`src/rtl/core/mhpq_pkg.sv`:
```
// mhpq_pkg: shared types and constants of the max-heap priority queue
// used by the top level and its checker; no dependencies
`default_nettype none

package mhpq_pkg;

   // default number of keys the queue can hold
   localparam int DEFAULT_CAPACITY = 16;

   // field widths
   localparam int KEY_W    = 32;
   localparam int STATUS_W = 2;
   localparam int COUNT_W  = 5;

   // request kinds
   localparam logic MODE_INSERT = 1'b0;
   localparam logic MODE_DELETE = 1'b1;

   // result status codes
   localparam logic [STATUS_W-1:0] STATUS_OK        = 2'd0;
   localparam logic [STATUS_W-1:0] STATUS_OVERFLOW  = 2'd1;
   localparam logic [STATUS_W-1:0] STATUS_UNDERFLOW = 2'd2;

   // sequencer states
   typedef enum logic [3:0] {
      S_IDLE,
      S_UP_CHK,
      S_UP_CMP,
      S_DEL_ROOT,
      S_DEL_LAST,
      S_DN_L,
      S_DN_R,
      S_DN_CMP,
      S_RESP
   } state_type;

endpackage

`default_nettype wire

```
`src/rtl/core/mhpq_ram.sv`:
```
// mhpq_ram: generic single-write, single-read memory with registered read
// no package dependencies
`default_nettype none

module mhpq_ram #(
   parameter int WIDTH = 32,
   parameter int DEPTH = 16,
   localparam int AW = $clog2(DEPTH)
) (
   input  wire logic             clock,
   input  wire logic             wr_en,
   input  wire logic [AW-1:0]    wr_addr,
   input  wire logic [WIDTH-1:0] wr_data,
   input  wire logic [AW-1:0]    rd_addr,
   output logic      [WIDTH-1:0] rd_data
);

   logic [WIDTH-1:0] mem_ff [DEPTH];
   logic [WIDTH-1:0] rd_data_ff;

   // write port
   always_ff @(posedge clock) begin
      if (wr_en) begin
         mem_ff[wr_addr] <= wr_data;
      end
   end

   // registered read port, returns old data on a same-address write
   always_ff @(posedge clock) begin
      rd_data_ff <= mem_ff[rd_addr];
   end

   assign rd_data = rd_data_ff;

endmodule

`default_nettype wire

```
`src/rtl/core/max_heap_priority_queue.sv`:
```
// max_heap_priority_queue: binary max-heap of signed keys, insert or delete-max
// depends on mhpq_pkg and mhpq_ram
// an insert climbs level by level and a delete descends level by level before the response;
//   overflow and underflow go straight to the response state
// one transaction at a time, each level paced by the one store read port
// reset: synchronous, active high; clears the count and control, store left as is
`default_nettype none

module max_heap_priority_queue #(
   parameter int CAPACITY = mhpq_pkg::DEFAULT_CAPACITY
) (
   input  wire logic                       clock,
   input  wire logic                       reset,
   // request channel
   input  wire logic                       req_tvalid,
   output logic                            req_tready,
   input  wire logic [mhpq_pkg::KEY_W-1:0] req_tdata,  // [31:0] key
   input  wire logic [0:0]                 req_tuser,  // [0] mode
   // response channel
   output logic                            rsp_tvalid,
   input  wire logic                       rsp_tready,
   output logic [39:0]                     rsp_tdata,  // [31:0] removed_max, [36:32] entry_count
   output logic [mhpq_pkg::STATUS_W-1:0]   rsp_tuser   // [1:0] status
);

   import mhpq_pkg::*;

   localparam int PW = $clog2(CAPACITY + 1);  // heap position / count width
   localparam int AW = $clog2(CAPACITY);      // store address width

   state_type           state_ff, state_in;
   logic [PW-1:0]       pos_ff, pos_in;
   logic [PW-1:0]       count_ff, count_in;
   logic [KEY_W-1:0]    key_ff, key_in;
   logic [KEY_W-1:0]    child_ff, child_in;
   logic                left_win_ff, left_win_in;
   logic [STATUS_W-1:0] status_ff, status_in;
   logic [KEY_W-1:0]    removed_ff, removed_in;
   logic                rsp_valid_ff, rsp_valid_in;
   logic [STATUS_W-1:0] out_status_ff, out_status_in;
   logic [KEY_W-1:0]    out_removed_ff, out_removed_in;
   logic [COUNT_W-1:0]  out_count_ff, out_count_in;

   logic                wr_en;
   logic [AW-1:0]       wr_addr;
   logic [KEY_W-1:0]    wr_data;
   logic [AW-1:0]       rd_addr;
   logic [KEY_W-1:0]    rd_data;

   logic                req_fire;
   logic                rsp_free;
   logic                is_full;
   logic                is_empty;
   logic                is_root;
   logic [PW-1:0]       pos_m1;
   logic [PW-1:0]       parent;
   logic [PW-1:0]       parent_m1;
   logic [PW-1:0]       count_m1;
   logic [PW:0]         left;
   logic [PW:0]         right;
   logic [PW:0]         left_m1;
   logic [PW:0]         right_m1;
   logic [PW:0]         count_ext;
   logic                left_ok;
   logic                right_ok;
   logic [KEY_W-1:0]    cmp_a;
   logic [KEY_W-1:0]    cmp_b;
   logic                cmp_gt;
   logic [PW+COUNT_W-1:0] count_wide;

   // key store
   mhpq_ram #(
      .WIDTH (KEY_W),
      .DEPTH (CAPACITY)
   ) u_store (
      .clock   (clock),
      .wr_en   (wr_en),
      .wr_addr (wr_addr),
      .wr_data (wr_data),
      .rd_addr (rd_addr),
      .rd_data (rd_data)
   );

   // handshake and position arithmetic
   assign req_fire  = req_tvalid && req_tready;
   assign req_tready = (state_ff == S_IDLE);
   assign rsp_free  = !rsp_valid_ff || rsp_tready;
   assign is_full   = (count_ff >= PW'(CAPACITY));
   assign is_empty  = (count_ff == '0);
   assign is_root   = (pos_ff == PW'(1));
   assign pos_m1    = pos_ff - PW'(1);
   assign parent    = pos_ff >> 1;
   assign parent_m1 = parent - PW'(1);
   assign count_m1  = count_ff - PW'(1);
   assign left      = {pos_ff, 1'b0};
   assign right     = {pos_ff, 1'b1};
   assign left_m1   = left - (PW+1)'(1);
   assign right_m1  = right - (PW+1)'(1);
   assign count_ext = {1'b0, count_ff};
   assign left_ok   = (left <= count_ext);
   assign right_ok  = (right <= count_ext);
   assign count_wide = {{COUNT_W{1'b0}}, count_ff};

   // shared signed comparator: moving key against its parent on the way up,
   // child against the moving key or left child on the way down
   assign cmp_a  = (state_ff == S_UP_CMP) ? key_ff : rd_data;
   assign cmp_b  = (state_ff == S_UP_CMP) ? rd_data :
                   (state_ff == S_DN_CMP && left_win_ff) ? child_ff : key_ff;
   assign cmp_gt = ($signed(cmp_a) > $signed(cmp_b));

   // next state
   always_comb begin
      state_in = state_ff;
      case (state_ff)
         S_IDLE: begin
            if (req_fire) begin
               if (req_tuser[0] == MODE_INSERT) begin
                  state_in = is_full ? S_RESP : S_UP_CHK;
               end else begin
                  state_in = is_empty ? S_RESP : S_DEL_ROOT;
               end
            end
         end
         S_UP_CHK:   state_in = is_root ? S_RESP : S_UP_CMP;
         S_UP_CMP:   state_in = cmp_gt ? S_UP_CHK : S_RESP;
         S_DEL_ROOT: state_in = S_DEL_LAST;
         S_DEL_LAST: state_in = (count_ff == PW'(1)) ? S_RESP : S_DN_L;
         S_DN_L:     state_in = left_ok ? S_DN_R : S_RESP;
         S_DN_R: begin
            if (right_ok) begin
               state_in = S_DN_CMP;
            end else begin
               state_in = cmp_gt ? S_DN_L : S_RESP;
            end
         end
         S_DN_CMP:   state_in = (cmp_gt || left_win_ff) ? S_DN_L : S_RESP;
         S_RESP:     state_in = rsp_free ? S_IDLE : S_RESP;
         default:    state_in = S_IDLE;
      endcase
   end

   // datapath and store control
   always_comb begin
      pos_in         = pos_ff;
      count_in       = count_ff;
      key_in         = key_ff;
      child_in       = child_ff;
      left_win_in    = left_win_ff;
      status_in      = status_ff;
      removed_in     = removed_ff;
      rsp_valid_in   = rsp_valid_ff && !rsp_tready;
      out_status_in  = out_status_ff;
      out_removed_in = out_removed_ff;
      out_count_in   = out_count_ff;
      wr_en          = 1'b0;
      wr_addr        = pos_m1[AW-1:0];
      wr_data        = key_ff;
      rd_addr        = '0;
      case (state_ff)
         S_IDLE: begin
            // root is read here so a delete finds it in S_DEL_ROOT
            if (req_fire) begin
               status_in  = STATUS_OK;
               removed_in = '0;
               key_in     = req_tdata;
               if (req_tuser[0] == MODE_INSERT) begin
                  if (is_full) begin
                     status_in = STATUS_OVERFLOW;
                  end else begin
                     count_in = count_ff + PW'(1);
                     pos_in   = count_ff + PW'(1);
                  end
               end else if (is_empty) begin
                  status_in = STATUS_UNDERFLOW;
               end
            end
         end
         S_UP_CHK: begin
            if (is_root) begin
               wr_en = 1'b1;
            end else begin
               rd_addr = parent_m1[AW-1:0];
            end
         end
         S_UP_CMP: begin
            // smaller parent moves down into the hole, else the key is written there
            wr_en = 1'b1;
            if (cmp_gt) begin
               wr_data = rd_data;
               pos_in  = parent;
            end
         end
         S_DEL_ROOT: begin
            removed_in = rd_data;
            rd_addr    = count_m1[AW-1:0];
         end
         S_DEL_LAST: begin
            key_in   = rd_data;
            count_in = count_m1;
            pos_in   = PW'(1);
         end
         S_DN_L: begin
            if (left_ok) begin
               rd_addr = left_m1[AW-1:0];
            end else begin
               wr_en = 1'b1;
            end
         end
         S_DN_R: begin
            child_in    = rd_data;
            left_win_in = cmp_gt;
            if (right_ok) begin
               rd_addr = right_m1[AW-1:0];
            end else begin
               wr_en = 1'b1;
               if (cmp_gt) begin
                  wr_data = rd_data;
                  pos_in  = left[PW-1:0];
               end
            end
         end
         S_DN_CMP: begin
            // larger child, left on a tie, moves up into the hole if it beats the key, else the key is written there
            wr_en = 1'b1;
            if (cmp_gt) begin
               wr_data = rd_data;
               pos_in  = right[PW-1:0];
            end else if (left_win_ff) begin
               wr_data = child_ff;
               pos_in  = left[PW-1:0];
            end
         end
         S_RESP: begin
            if (rsp_free) begin
               rsp_valid_in   = 1'b1;
               out_status_in  = status_ff;
               out_removed_in = removed_ff;
               out_count_in   = count_wide[COUNT_W-1:0];
            end
         end
         default: begin
         end
      endcase
   end

   // control registers
   always_ff @(posedge clock) begin
      if (reset) begin
         state_ff     <= S_IDLE;
         count_ff     <= '0;
         rsp_valid_ff <= 1'b0;
      end else begin
         state_ff     <= state_in;
         count_ff     <= count_in;
         rsp_valid_ff <= rsp_valid_in;
      end
   end

   // payload registers
   always_ff @(posedge clock) begin
      pos_ff         <= pos_in;
      key_ff         <= key_in;
      child_ff       <= child_in;
      left_win_ff    <= left_win_in;
      status_ff      <= status_in;
      removed_ff     <= removed_in;
      out_status_ff  <= out_status_in;
      out_removed_ff <= out_removed_in;
      out_count_ff   <= out_count_in;
   end

   // response outputs
   assign rsp_tvalid = rsp_valid_ff;
   assign rsp_tuser  = out_status_ff;
   assign rsp_tdata  = {3'b000, out_count_ff, out_removed_ff};

endmodule

`default_nettype wire

```
`config.mk`:
```
export PLATFORM = sky130hd
export DESIGN_NAME = max_heap_priority_queue
export DESIGN_NICKNAME = d
export VERILOG_FILES = /design/src/rtl/core/mhpq_pkg.sv /design/src/rtl/core/mhpq_ram.sv /design/src/rtl/core/max_heap_priority_queue.sv
export SDC_FILE = /design/constraint.sdc
export NUM_CORES = 1
export LEC_CHECK = 0
export BUFFER_PORTS_ARGS = -buffer_cell sky130_fd_sc_hd__buf_2
export CORE_AREA = 2 2 270 272
export DETAILED_ROUTE_END_ITERATION = 8
export DIE_AREA = 0 0 272 274
export GPL_ROUTABILITY_DRIVEN = 0
export PLACE_DENSITY = 0.62
export REMOVE_ABC_BUFFERS = 1
export SYNTH_ARGS = -nofsm -noshare
export SYNTH_HDL_FRONTEND = slang
export SYNTH_SLANG_ARGS = --single-unit
```
`constraint.sdc`:
```
create_clock -name clock -period 6.4 [get_ports clock]
set_input_delay 0.32 -clock clock [delete_from_list [all_inputs] [get_ports clock]]
set_output_delay 0.32 -clock clock [all_outputs]
set_load 0.005 [all_outputs]
```
==> flow_summary.toml, run 1 <==
[placement]
dp_hpwl_um = 41500
placed_area_um2 = 30300
numPortBuffers = 77

[sta]
rsz0062_at_grt = "no"
hold_violations = 0
clock.fmax_mhz = 171
fin_crit_sh_pct = 91.2
setup-tns-final_ns = 0
slew_headroom_pct = 22.2
drv_slew = 0
clock_skew_ns = 0.0345
tightest_slew_ns = 1.16
finalSetupViolations = 0
fin_crit_ns = 5.84

[final_layout]
layout-drive-gt1-share_pct = 22.1
fin_nets = 1921
final_area_um2 = 32700
antennaDiodeCount = 0
area_growth_pct = 15.3

[synthesis]
synth.most_common_cell = "edfxtp_1"
yosysTopAreaCell = "edfxtp_1"
synth_top_cell_area_share_pct = 69.5
synth.yosys.seq_area_share_pct = 72.4
async_reset_ff_share_pct = 0
ys_ff_latch = 697
synthTopCellsByArea = "edfxtp_1, mux4_2, dfxtp_1"
yosysWarnings = 0
syn_area_um2 = 28300
syn_avg_cell_area_um2 = 16.6
synth_edf_count = 655
synth_common_cells = "edfxtp_1, nor2_1, nand2_1"
synth_flop_cell = "edfxtp_1"
netlist_instances = 1705
synth_cell_types = 59

[cts]
clk_pin_slew_ns = 0.06
htree_num_levels = 3
clockBufferDepth = 3
clockRootBuffer = "clkbuf_16"
cts-resized-gates = 0
cts_buffers = 73
cts_tree = "done"
clkSinkCount = 697
clock_latency_ns = 0.63

[pwr]
peakVddDrop_uv = 177
p_per_area_nw_per_um2 = 442
power_leakage_nw = 11.1

[grt]
antenna_found_initial = 1
grt-ovfl-total = 0
grt_pass1_wl_um = 105000
grt_pass1_vias = 15900
grt_max_degree = 93
grt_use_total_pct = 19.5

[floorplan]
initial_utilization_pct = 39.3
io_pins = 81
die_y_um = 274
die_w_um = 272
rows = 99
core_um2 = 72000
die-area_um2 = 74500

[drt]
firstDrtPassIters = 7
routedWlPerCell_um = 25.3
detail-route-antenna-nets = 0
viasPerCell = 5.61
drt_iter0_drc = 1953
wl_um = 72300
vias = 16000
drc = 0

[setup_path]
crit_required_ns = 6.85
critPathKind = "flop to flop"
cp-end-kind = "flop"
path_max_fanout = 41
crit_path_start_kind = "flop"
rrSetupSlack_ns = 0.56
cp_data_arrival_time_ns = 6.29

[job]
max_cap_viol_count = 0

[status]
status = "finished clean"

[worst_hold_path]
min_path_type = "primary input to flop"
## flip-flops by register name, indices dropped and copies added, names as in the netlist, 5 cells and up
| name | cells |
|---|---|
| removed_ff | 32 |
| child_ff | 32 |
| u_store.mem_ff | 512 |
| out_count_ff | 5 |
| out_removed_ff | 32 |
| u_store.rd_data | 32 |
| key_ff | 32 |
| pos_ff | 5 |
| count_ff | 5 |
## power breakdown
group | leakage (nW) | internal, W | total, W | switching, W
clock | 1.17 | 0.00241 | 0.00418 | 0.00177
combinational | 3.67 | 0.00140 | 0.00389 | 0.00249
sequential | 6.30 | 0.00609 | 0.00638 | 0.000294
total | 11.1 | 0.00990 | 0.0144 | 0.00455
## layer usage
metal	wire length, µm	track usage [%]
met2	33900	31.0
met1	30500	27.4
met3	5750	3.04
met5	11	0
met4	2110	6.58
## final cells by class
class	count	area [µm²]
clock buffer	96	2030
clock inverter	40	344
fill	6140	39300
inverter	108	405
multi-input combinational	809	7160
sequential	697	20500
tap	959	1200
timing repair buffer	149	1000
## cell families (layout without fill, tap and decap cells)
kind of cell	Yosys count	after routing	share of synthesized area [%]
adders and majority gates	46	46	2.03
AOI/OAI and AO/OA	296	296	6.84
xor gates and xnor gates	15	15	0.464
and+or+nand+nor	316	316	4.75
muxes	133	133	10.5
DFF	697	697	72.4
buffers and inverters	201	393	3.01
other	1	3	0.0132
## per-stage QoR
stage	power, W	hold WS (ns)	util (%)	setup slack, ns	cells
after floorplan	0.00907	0.389	-	-2.73	1614
after global placement	0.0102	0.405	42.1	0.848	2721
after detailed placement	0.0103	0.405	42.1	0.698	2721
after CTS	0.0145	0.0286	45.4	0.647	2858
after global routing	0.0151	0.0367	45.4	0.168	2858
final	0.0144	0.0416	45.4	0.561	2858
## worst paths after layout
path,from,to,depth (start not counted)
setup / recovery,state_ff[1]$_SDFFE_PP0N_,u_store.mem_ff[12][7]$_DFFE_PP_,18
hold / removal,req_tdata[18],key_ff[18]$_DFFE_PP_,3
setup reg to reg,state_ff[1]$_SDFFE_PP0N_,u_store.mem_ff[12][7]$_DFFE_PP_,18
hold reg to reg,removed_ff[5]$_SDFFCE_PN0P_,out_removed_ff[5]$_DFFE_PP_,0
## critical path, stage by stage, from the launching register on
cell and delay (ns):
dfxtp_1 0.43, nor2b_1 0.29, and2_1 0.42, nand3_2 0.55, buf_12 0.40, nor2_1 0.11, a21oi_1 0.05, nor2_1 0.09
a21oi_1 0.06, ha_1 0.37, nand4_1 0.20, nor4_1 0.63, nand2b_1 0.11, a31oi_1 0.15, a21oi_1 0.11, a41o_1 0.42
a21o_2 0.57, a222oi_1 0.42, buf_4 0.26
## layout by cell type (no fill, tap or decap), types with 5 or more instances in the layout
cell type	instances
a21o_1	7
a21oi_1	81
a222oi_1	32
a22oi_1	69
and2_1	6
buf_12	6
buf_2	77
buf_4	65
clkbuf_1	14
clkbuf_16	75
clkbuf_8	7
clkinv_1	11
clkinv_2	16
dfxtp_1	42
edfxtp_1	655
ha_1	46
inv_1	107
mux4_1	7
mux4_2	121
nand2_1	124
nand3_1	8
nand4_1	7
nor2_1	111
nor2_4	20
nor3_1	8
o21ai_0	75
xnor2_1	10
xor2_1	5
## what timing repair did
item	4_1_cts	5_1_grt
hold buffers	1	0
endpoints found under the hold margin	6	0
buffers inserted	0	0
setup endpoints to repair	0	0
Power figures use the tool's default switching activity.
==> run 2: changes to the inputs <==
- CORE_AREA: 2 2 270 272 -> 2 2 230 232
- DIE_AREA: 0 0 272 274 -> 0 0 232 234
- PLACE_DENSITY: 0.62 -> 0.78
==> flow_summary.toml, run 2 (synthesis gave the netlist of run 1 again) <==
[pwr]
pwr-share-clk_pct = 29.1
power.total_w = 0.0145
switchingPower_w = 0.00446
p_int_w = 0.00999
switching_share_pct = 30.9
p_per_area_nw_per_um2 = 448
p_comb_share_pct = 26.6
peakVddDrop_uv = 318
seqPwrFrac_pct = 44.3
power_leakage_nw = 11.1

[cts]
cts_tree = "done"
clock_latency_ns = 0.61
htree_num_levels = 3
clk_pin_slew_ns = 0.06
clockBufferDepth = 3
clockRootBuffer = "clkbuf_16"
cts_buffers = 70
clkSinkCount = 697

[setup_path]
reg2reg_from = "state_ff[1]$_SDFFE_PP0N_"
reg2reg_to = "u_store.mem_ff[0][16]$_DFFE_PP_"
path_max_fanout = 48
rrSetupSlack_ns = 0.68
cp-end-kind = "flop"
crit_required_ns = 6.84
cp_data_arrival_time_ns = 6.16
crit_path_start_kind = "flop"
r2r_cells = 19
critPathKind = "flop to flop"

[grt]
antenna_found_initial = 0
grt_use_total_pct = 25.9
grt_pass1_vias = 16600
grt_max_degree = 113
grt-ovfl-total = 0
grt_pass1_wl_um = 102000

[drt]
drc = 0
routedWlPerCell_um = 26.9
firstDrtPassIters = 7
vias = 16600
wl_um = 69400
detail-route-antenna-nets = 0
drt_iter0_drc = 2583
viasPerCell = 6.43

[floorplan]
die_w_um = 232
die_y_um = 234
io_pins = 81
rows = 84
core_um2 = 52000
die-area_um2 = 54300
initial_utilization_pct = 54.4

[worst_hold_path]
min_path_type = "primary input to flop"
min_from = "reset"
min_to = "count_ff[3]$_SDFFE_PP0P_"
min_delay_path_depth = 2

[sta]
setup_slack_ns = 0.675
hold_violations = 0
fin_crit_ns = 5.72
clock_skew_ns = 0.0230
slew_headroom_pct = 1.66
fin_crit_sh_pct = 89.4
drv_slew = 0
rsz0062_at_grt = "no"
finalSetupViolations = 0
clock.fmax_mhz = 175
tightest_slew_ns = 1.46

[final_layout]
final_cell_mix = "edfxtp_1, nand2_1, mux4_2, nor2_1, inv_1"
area_growth_pct = 14.1
fin_nets = 1917
layout-drive-gt1-share_pct = 21.6
utilization_pct = 62.1
final_common_cell = "edfxtp_1"
top_register = "u_store.mem_ff"
antennaDiodeCount = 0
largest_reg_flops = 512
instances_no_fill = 2579

[placement]
pre_cts_slack_ns = 0.939
place_inst = 2449
dp_hpwl_um = 40200
numPortBuffers = 77

[job]
max_cap_viol_count = 1

[status]
status = "finished with violations"
violations = "max-capacitance violations"
run 2: cell types whose count changed in the layout (fill, tap and decap cells not counted), moves of 2 or more:
cell       change
clkinv_1       -5
clkinv_2       -5
clkbuf_1       +7
clkbuf_8       -2
bufinv_16      +4
clkinv_4       -2
run 2: area by class of cell:
type / count / area, µm²
Clock buffer: 100 / 2000
Clock inverter: 29 / 359
Fill cell: 3523 / 19700
Inverter: 108 / 405
Multi-Input combinational cell: 809 / 7160
Sequential cell: 697 / 20500
Tap cell: 688 / 861
Timing Repair Buffer: 148 / 996
run 2: through the flow:
stage                     area, µm²  hold WS (ns)  TNS (ns)
after floorplan               27900         0.389  -1786.77
after global placement        29900         0.403         0
after detailed placement      29900         0.406         0
after CTS                     32300       0.00827         0
after global routing          32300        0.0223         0
final                         32300        0.0298         0
run 2: power by group through the flow:
stage / logic [W] / registers [W] / clock network (W)
after CTS: 0.00380 / 0.00639 / 0.00423
after global routing: 0.00416 / 0.00644 / 0.00440
after detailed placement: 0.00376 / 0.00648 / 0
after floorplan: 0.00268 / 0.00639 / 0
after global placement: 0.00361 / 0.00645 / 0
final: 0.00384 / 0.00641 / 0.00420
run 2: layer usage:
layer / track usage [%] / share of wire, %
met1: 36.1 / 39
met2: 40.5 / 46
met3: 5.73 / 11
met4: 10.2 / 3.8
met5: 0 / 0
run 2: how the worst max path moves through the flow:
| stage | from | to | slack (ns) | depth (start not counted) |
|---|---|---|---|---|
| 5_1_grt | state_ff[1]$_SDFFE_PP0N_ | u_store.mem_ff[0][16]$_DFFE_PP_ | 0.28 | 19 |
| 3_3_place_gp | state_ff[1]$_SDFFE_PP0N_ | u_store.mem_ff[10][11]$_DFFE_PP_ | 1.17 | 20 |
| 3_5_place_dp | state_ff[1]$_SDFFE_PP0N_ | u_store.mem_ff[11][8]$_DFFE_PP_ | 0.94 | 19 |
| 2_1_floorplan | state_ff[1]$_SDFFE_PP0N_ | u_store.rd_data[0]$_DFF_P_ | -2.73 | 6 |
| 4_1_cts | state_ff[1]$_SDFFE_PP0N_ | u_store.mem_ff[7][16]$_DFFE_PP_ | 0.86 | 19 |
| 6_report | state_ff[1]$_SDFFE_PP0N_ | u_store.mem_ff[0][16]$_DFFE_PP_ | 0.68 | 19 |
run 2: critical path, stage by stage (launching register included):
cell,delay (ns)
dfxtp_1,0.43
nor2b_1,0.33
and2_1,0.43
nand3_2,0.48
buf_12,0.36
nor2_1,0.15
a21oi_1,0.08
nor2_1,0.15
a21oi_1,0.07
ha_1,0.32
nand4_1,0.21
nor4_1,0.45
nand2b_1,0.11
a31oi_1,0.18
a21oi_1,0.07
a41o_1,0.39
a21o_1,0.42
buf_12,0.27
a222oi_1,0.31
buf_4,0.28
run 2: timing repair:
item,in CTS,in global routing
resized for setup,0,0
endpoints found under the hold margin,1,0
hold buffers,1,0
setup buffers,0,0
